[config.mk]
export PLATFORM = sky130hd
export DESIGN_NAME = bpq_ram
export DESIGN_NICKNAME = d
export VERILOG_FILES = /design/src/hdl/bpq_ram.sv
export SDC_FILE = /design/constraint.sdc
export NUM_CORES = 1
export LEC_CHECK = 0
export ABC_AREA = 1
export BUFFER_PORTS_ARGS = -buffer_cell sky130_fd_sc_hd__clkbuf_2
export CAP_MARGIN = 0
export CORE_MARGIN = 5
export CORE_UTILIZATION = 30
export CTS_BUF_LIST = sky130_fd_sc_hd__clkbuf_8
export DETAILED_ROUTE_END_ITERATION = 16
export PLACE_DENSITY = 0.57
export SYNTH_ARGS = -nofsm -noshare
export SYNTH_HDL_FRONTEND = slang
export SYNTH_SLANG_ARGS = --single-unit
[constraint.sdc]
create_clock -name clk -period 1.5 [get_ports clk]
set_input_delay 0.15 -clock clk [delete_from_list [all_inputs] [get_ports clk]]
set_output_delay 0.15 -clock clk [all_outputs]
set_load 0.01 [all_outputs]
[src/hdl/bpq_ram.sv]
`timescale 1ns / 1ps
`default_nettype none

// Simple dual-port RAM, one write and one registered read per cycle
module bpq_ram #(
  parameter int WIDTH = 8,
  parameter int DEPTH = 16
) (
  input  wire logic                     clk,
  input  wire logic                     we,
  input  wire logic [$clog2(DEPTH)-1:0] waddr,
  input  wire logic [WIDTH-1:0]         wdata,
  input  wire logic [$clog2(DEPTH)-1:0] raddr,
  output logic      [WIDTH-1:0]         rdata
);

  logic [WIDTH-1:0] mem [DEPTH];

  always_ff @(posedge clk) begin
    if (we) begin
      mem[waddr] <= wdata;
    end
    rdata <= mem[raddr];
  end

endmodule

`default_nettype wire

==> results summary, run 1 <==
The flow ran to the end, and the final reports show no timing, DRC or antenna violations. The worst setup path is of the reg2out kind. The number of synthesized register bits is 136. The synthesis-to-finish area growth is 15.4%.

The proportion of layout cells with a drive suffix above 1 came out at 13.0%. The static leakage came out at 2.87 nW. The post-cts gate resize count came out at 0.

The number of I/O port buffers came out at 25. The number of endpoints with negative hold slack in the final report is 0. The synthesized design spends more area on one cell type than any other, namely edfxtp_1.

The clock sink count came out at 136. In this run, flip-flops and latches consume 54.7% of the power. STA classifies the critical path startpoint as a flip-flop.

The count of filler cells inserted in the layout is 1909. The horizontal die dimension is 149 um. The global route total overflow came out at 0. The mean routed wirelength per cell came out at 15.5 um. The synthesized design devotes to its leading area cell type 66.7% of total area. After legalization and detailed placement, the total HPWL measured 8450 um. Setup violations remaining at the end of the flow were counted as 0. 26 I/O pins were placed. The first global-routing pass estimated 21100 um of wire. In this run the power density over the cells is 1170 nW/um2. The pin count of the biggest net entering global routing is 65.

The net count after synthesis came out at 569. The clock network power share came out at 38.5%. Ranked by total cell area, the synthesized netlist is headed by edfxtp_1 67%, nand2_1 11%, nand3_1 8.4%. After detailed routing, the number of vias per cell comes to 4.37. The final route contains 3797 vias. The clock network latency to the later pin of the worst-skew pair came out at 0.44 ns.

The endpoint type of the worst setup path is an output pin. On the critical path, the stage with the largest delay is an instance of dfxtp_1. The required time of the worst setup path came out at 1.35 ns. Derived from the worst setup path, the maximum achievable clock frequency is 894 MHz. IR analysis of the VDD net gives a maximum drop of 828 uV. The final clock skew is 0.00947 ns. The tightest min-delay check is of the in2reg type. For this block, the routed nets add up to 13500 um of wire. The first-pass iteration count of the detailed router came out at 4. Clock tree synthesis selected as its root buffer the cell clkbuf_8.

The power spent charging and discharging nets is 0.00172 W. The sum of negative setup slack came out at 0 ns. The number of buffers and inverters on the critical path is 1. The delay of the slowest cell on the worst path came out at 0.37 ns. The post-detailed-route DRC marker count is 0.

The slew of the pin with the lowest slew margin is 0.432 ns. The post-detailed-route count of antenna-violating nets came out at 0. The family of cells with the greatest summed delay on the critical path is flip-flops.

After clock tree synthesis, the clock-pin slew on the worst setup and hold paths is 0.07 ns. After clock tree synthesis, the flow added hold-fix buffers numbering 0. The number of buffers inserted to repair setup after CTS came out at 0.

CTS built an H-tree with a depth of 4. The portion of the post-synthesis area used by sequential elements is 69.4%. The count of pins over their slew limit is 0.

The switching portion of total power is 22.0%. The post-route clock period utilization came out at 74.5%. The final period demand of the worst path is 1.12 ns.

The headroom to the max-slew limit came out at 71.2%. The number of max-cap violations is 0. The chip height is 149 um. Synthesis instantiated 12 different standard cells from the library. The weighted congestion reported at the end of routability-driven placement is 0.796.

The portion of total power attributed to combinational logic came out at 6.8%. A synthesized cell averages 10.5 um2. The deepest clock path buffer count is 2. The count of warnings emitted by yosys came out at 0. Summing every instance area after synthesis gives 5770 um2. The repair_antennas step left the layout with diodes totalling 0. Counting every instance in the synthesized netlist gives 551.

The internal power is 0.00610 W. Along the worst path, the maximum fanout reaches 1. The data arrival at the endpoint of the critical path came out at 0.97 ns. The row count came out at 50.

The violation count after the first detailed-route iteration came out at 339. The CTS tree is built. The clock buffer count from CTS is 17. Traced cell by cell, the critical path runs through clkbuf_2. The overall routing resource usage is 12.9%. The die covers 22100 um2.

The placeable core area is 18800 um2. Setup repair after global routing left no endpoint under its margin. The via count of the first global-routing pass is 3877. The effective utilization at floorplan came out at 30.6%. The number of antenna violations at the first check in global routing came out at 0. The utilization of the core after routing is 35.3%.

The net count of the finished layout is 613.
## layout make-up
| type | count | area, um2 | share of cell area [%] |
|---|---|---|---|
| timing repair buffer | 49 | 330 | 4.96 |
| clock inverter | 13 | 138 | 2.07 |
| inverter | 102 | 383 | 5.75 |
| multi-input combinational | 289 | 1210 | 18.2 |
| tap | 260 | 325 | 4.89 |
| clock buffer | 19 | 262 | 3.93 |
| sequential | 136 | 4000 | 60.2 |
## worst min-delay path, delay by kind of cell
family	cells	cell delay [ns]
simple gates	2	0.16
buf+inv	1	0.18
## through the flow
stage	setup slack, ns	total power [W]	cells	hold WS (ns)	area (um2)
2_1_floorplan	0.399	0.00466	551	0.249	5770
3_3_place_gp	0.158	0.00489	836	0.544	6260
3_5_place_dp	0.153	0.00490	836	0.544	6260
4_1_cts	0.324	0.00791	868	0.0576	6660
5_1_grt	0.311	0.00816	868	0.0814	6660
6_report	0.382	0.00782	868	0.102	6660
## sequential cells by signal, summed over array words and instances (netlist names)
signal  flops
mem       128
rdata       8
## cells by family (layout without fill, tap and decap cells)
group,count (synthesis),count (layout),synth area share (%)
flip-flops,136,136,69.4
AND/OR/NAND/NOR,289,289,21.0
buffers and inverters,126,183,9.52
## cells in the final DEF (no fill, tap or decap), drive strengths merged
cell | Yosys | final
nand2 | 173 | 173
edfxtp | 128 | 128
inv | 102 | 105
nand3 | 97 | 97
clkbuf | 0 | 44
buf | 24 | 24
nor2 | 17 | 17
dfxtp | 8 | 8
clkinv | 0 | 6
bufinv | 0 | 3
nand3b | 2 | 2
clkinvlp | 0 | 1
## final timing paths
path / slack (ns) / start / cells after the start / endpoint
max: 0.38 / rdata[5] / 1 / rdata[5]
min: 0.10 / raddr[3] / 3 / rdata[0]
max reg2reg: 0.47 / mem[1][6] / 6 / rdata[6]
min reg2reg: 0.65 / mem[15][4] / 6 / rdata[4]
## layer usage
metal  vias up  share of wire [%]  GRT usage [%]
met3        15                5.6           3.14
met4         0                1.5           5.36
li1       1858                  -              -
met1      1827                 45           16.7
met2        97                 48           20.8
met5         -                  0              0
## synth_stat cells
cell	instances
edfxtp_1	128
dfxtp_1	8
buf_2	13
nand2_1	173
nand3_1	97
nor2_1	17
buf_1	1
buf_6	6
inv_2	2
inv_1	100
nand3b_1	2
buf_4	4
## power by group through the flow
stage,clock network (W),registers (W),logic [W]
detailed placement,0,0.00436,0.000537
finish,0.00301,0.00427,0.000530
CTS,0.00310,0.00428,0.000539
global placement,0,0.00436,0.000527
global route,0.00328,0.00428,0.000599
floorplan,0,0.00436,0.000300
No activity file was read; power rests on OpenSTA's default activity.
==> run 2, diff against run 1 <==
--- a/config.mk
+++ b/config.mk
@@ -5,14 +5,14 @@
 export SDC_FILE = /design/constraint.sdc
 export NUM_CORES = 1
 export LEC_CHECK = 0
-export ABC_AREA = 1
+export ABC_AREA = 0
 export BUFFER_PORTS_ARGS = -buffer_cell sky130_fd_sc_hd__clkbuf_2
 export CAP_MARGIN = 0
 export CORE_MARGIN = 5
 export CORE_UTILIZATION = 30
 export CTS_BUF_LIST = sky130_fd_sc_hd__clkbuf_8
 export DETAILED_ROUTE_END_ITERATION = 16
-export PLACE_DENSITY = 0.57
+export PLACE_DENSITY = 0.58
 export SYNTH_ARGS = -nofsm -noshare
 export SYNTH_HDL_FRONTEND = slang
 export SYNTH_SLANG_ARGS = --single-unit
==> constraint.sdc (replaced) <==
create_clock -name clk -period 0.9 [get_ports clk]
set_input_delay 0.09 -clock clk [delete_from_list [all_inputs] [get_ports clk]]
set_output_delay 0.09 -clock clk [all_outputs]
set_load 0.01 [all_outputs]
==> run 2 against run 1 <==
The flow now finishes with violations (setup timing). Global-route usage is 1.8 points lower. First-iteration DRC count is 40% lower. Sequential share of layout area hardly changed. Clock skew is 0.00052 ns lower. Utilization is 4.6 points higher. Worst setup slack worse by 0.76 ns. Highest routed layer unchanged.
==> results summary, run 2 <==
The run finished, with violations left. The checks that failed: setup timing. The required time of the worst setup path came out at 1.20 ns (-0.15 ns). The number of synthesized register bits came out at 136 (unchanged). The post-detailed-route DRC marker count is 0 (unchanged). The post-route clock period utilization came out at 142%. The number of max-cap violations came out at 0 (unchanged). The count of flip-flops with a built-in enable after synthesis came out at 128 (unchanged). The number of instances in the synthesized netlist was 229 (-58%). Counting flops per register, the top entry is mem. The delay of the slowest cell on the worst path is 0.47 ns (+0.10 ns).

The proportion of layout cells with a drive suffix above 1 is 51.3% (+38 points). The number of buffers inserted to repair setup after CTS is 0 (unchanged). The number of setup violations in the final report came out at 16 (+16). The violation count after the first detailed-route iteration is 205 (-40%). The total power density per cell area came out at 2070 nW/um2 (+76%). The area fraction in and, or, nand and nor cells after synthesis came out at 3.18% (-18 points).

The chip height came out at 141 um (-5.1%). The weighted congestion reported at the end of routability-driven placement is 0.742 (-6.9%). The total buffers and inverters traversed by the critical path is 0 (-1). The net count after synthesis is 247 (-57%). The post-layout worst setup margin is -0.378 ns (-0.759 ns).

TritonCTS built the clock tree. The proportion of synthesized flip-flops having asynchronous set or reset came to 0% (unchanged). The combined flip-flop and latch cell area came to 4010 um2 (+0.19%). The endpoint type of the worst setup path is a flip-flop. The portion of the post-synthesis area used by sequential elements came out at 77.8% (+8.4 points). The I/O pin count is 26 (unchanged). The number of endpoints with negative hold slack in the final report came out at 0 (unchanged). The count of warnings emitted by yosys came out at 0 (unchanged). The count of filler cells inserted in the layout came out at 1504 (-21%). The worst slack after detailed placement is -0.701 ns (-0.853 ns). The compound-cell area share of the yosys netlist is 2.33% (+2.3 points).

The via count of the first global-routing pass is 2712 (-30%). The sum of net half-perimeters after detailed placement came to 7110 um (-16%). The number of nets in the layout came out at 323 (-47%). The highest fanout seen on the critical path is 1 (unchanged).

The combinational family with the most area after synthesis is multiplexers. The most common cell in the synthesized netlist is edfxtp_1. The total inserted antenna cells came out at 0 (unchanged). The static leakage came out at 2.19 nW (-24%). The first-pass iteration count of the detailed router is 5 (+1).

Leaving out fill and tap cells, the most frequent cells in the layout are 128 x edfxtp_1, 32 x mux4_2, 21 x buf_12, 21 x buf_4, 18 x clkbuf_2. The deepest clock path buffer count was 2 (unchanged). The post-detailed-route count of antenna-violating nets came to 0 (unchanged).

In this design, the largest share of critical-path delay is due to multiplexers. After layout, the minimum clock period comes to 1.28 ns. The horizontal die dimension is 141 um (-5.1%). By area the synthesized netlist is led by edfxtp_1 75%, mux4_2 7.9%, mux4_1 7.1%. The commonest non-fill, non-tap cell in the layout is edfxtp_1. The via count of the routed design is 2448 (-36%). The sum of negative setup slack came to -3.12 ns (-3.12 ns).

Relative to the synthesized area, the layout overhead comes to 29.6%. Setup repair after global routing could not meet its margin everywhere. The count of pins over their slew limit is 0 (unchanged). The commonest cells after synthesis are 128 x edfxtp_1, 18 x mux4_2, 16 x a22oi_1, 14 x mux4_1, 13 x nor2_1.

The share of cell area taken by muxes after synthesis is 15.0% (+15 points). The post-synthesis xor/xnor area fraction came to 0% (unchanged). The detail-routed via count per cell is 4.55 (+4.0%).

The maximum achievable frequency came out at 783 MHz. The headroom to the max-slew limit is 29.3% (-42 points). The signal on the critical path passes through mux4_2 > a22oi_2 > nand2_1. Among all flip-flop cells after synthesis, the most frequent one is edfxtp_1.

The worst hold path belongs to the class in2reg. The slew of the pin with the lowest slew margin was 1.06 ns (+0.625 ns). The row count came out at 47 (-6.0%). The wire length of the first global-routing pass is 16100 um (-24%). The post-synthesis instance area is 5150 um2 (-11%). The clock-pin slew reported for the worst setup and hold paths after clock tree synthesis is 0.07 ns (about the same).

The placeable core area is 16700 um2 (-11%). The effective utilization at floorplan was 30.8% (+0.20 points). The count of unique library cells instantiated by Yosys is 19 (+7). The H-tree depth is 4 (unchanged).

The die outline area came out at 19900 um2 (-10%). The footprint of the multi-input gates is 1170 um2 (-3.2%). The adder and majority cell fraction of the synthesized area is 0% (unchanged). The pin count of the biggest net entering global routing came to 24 (-63%). The mean routed wirelength per cell came out at 19.1 um (+23%). The data arrival at the endpoint of the critical path came out at 1.58 ns (+0.61 ns). The number of I/O port buffers was 25 (unchanged). The worst setup path is launched from a flip-flop.

The global route total overflow is 0 (unchanged). The synthesized design spends more area on one cell type than any other, namely edfxtp_1. In the final layout, the registers with the most flip-flops are mem x128, rdata x8.

The top cell type's share of synthesized area is 74.7% (+8.0 points). The final wirelength is 10300 um (-24%). The overall routing resource usage came out at 11.1% (-1.8 points). The library cell used as clock root buffer is clkbuf_8. The peak supply drop is 878 uV (+6.0%). The number of antenna violations at the first check in global routing came to 0 (unchanged). The clock buffer count from CTS is 17 (unchanged). The number of flip-flops in the largest register was 128 (unchanged).

The mean instance size in the synthesized netlist came out at 22.5 um2 (+110%). The critical path is of the reg2reg type. The final clock skew is 0.00896 ns (-0.000515 ns).

The clock sink count is 136 (unchanged). For this design, the slowest cell found on the critical path is mux4_2. The clock network latency to the later pin of the worst-skew pair was 0.43 ns (about the same).
run 2: cell count changes in the layout (fill, tap and decap cells not counted), sizes merged, moves of 9 or more:
cell    delta
clkbuf     -9
buf       +25
mux4      +32
inv      -102
a22oi     +16
nand3     -96
nand2    -164
run 2: final timing paths:
kind | from | to | cells past startpoint | slack, ns
worst min-delay path | wdata[7] | mem[6][7] | 1 | 0.10
worst max register to register | mem[0][2] | rdata[2] | 3 | -0.38
worst max-delay path | mem[0][2] | rdata[2] | 3 | -0.38
worst min register to register | mem[15][3] | rdata[3] | 3 | 0.67
run 2: report_power, final:
part           internal, W  leakage (nW)  switching [W]
logic             0.000469         0.734       0.000468
registers          0.00708          1.22      0.0000485
clock network      0.00354         0.232        0.00222
run 2: timing repair:
item | 4_1_cts | 5_1_grt
resized for setup | 14 | 15
hold endpoints to repair | 0 | 0
hold buffers | 0 | 0
pin swaps | 2 | 2
setup endpoints to repair | 16 | 16
run 2: per-stage QoR:
step / total power, W / util (%) / instances / hold slack [ns] / instance area (um2)
2_1_floorplan: 0.00769 / - / 229 / 0.189 / 5250
3_3_place_gp: 0.00812 / 36.6 / 506 / 0.481 / 6110
3_5_place_dp: 0.00814 / 36.6 / 506 / 0.485 / 6110
4_1_cts: 0.0139 / 39.7 / 538 / 0.0773 / 6630
5_1_grt: 0.0143 / 40.0 / 538 / 0.0909 / 6670
6_report: 0.0138 / 40.0 / 538 / 0.103 / 6670
run 2: worst reg2reg max path, cell delays in order (launching register included):
cell	delay, ns
edfxtp_1	0.37
mux4_2	0.47
a22oi_2	0.24
nand2_1	0.08
run 2: layout make-up:
| cell class | instances | area share, % |
|---|---|---|
| Sequential cell | 136 | 60.1 |
| Multi-Input combinational cell | 83 | 17.6 |
| Tap cell | 220 | 4.13 |
| Clock inverter | 15 | 3.49 |
| Timing Repair Buffer | 67 | 11.2 |
| Clock buffer | 17 | 3.51 |
run 2: layer usage:
| layer | vias up | global-route usage, % | share of wire, % |
|---|---|---|---|
| met5 | - | 0 | 0 |
| met4 | 0 | 3.82 | 1.2 |
| met2 | 57 | 17.4 | 49 |
| met1 | 1269 | 14.9 | 45 |
| met3 | 12 | 3.32 | 4.8 |
| li1 | 1110 | - | - |
run 2: logic make-up (layout without fill, tap and decap cells):
| family | Yosys count | count (layout) |
|---|---|---|
| AO/OA/AOI/OAI | 16 | 16 |
| buffers and inverters | 10 | 99 |
| flip-flops | 136 | 136 |
| multiplexers | 32 | 32 |
| AND/OR/NAND/NOR | 35 | 35 |
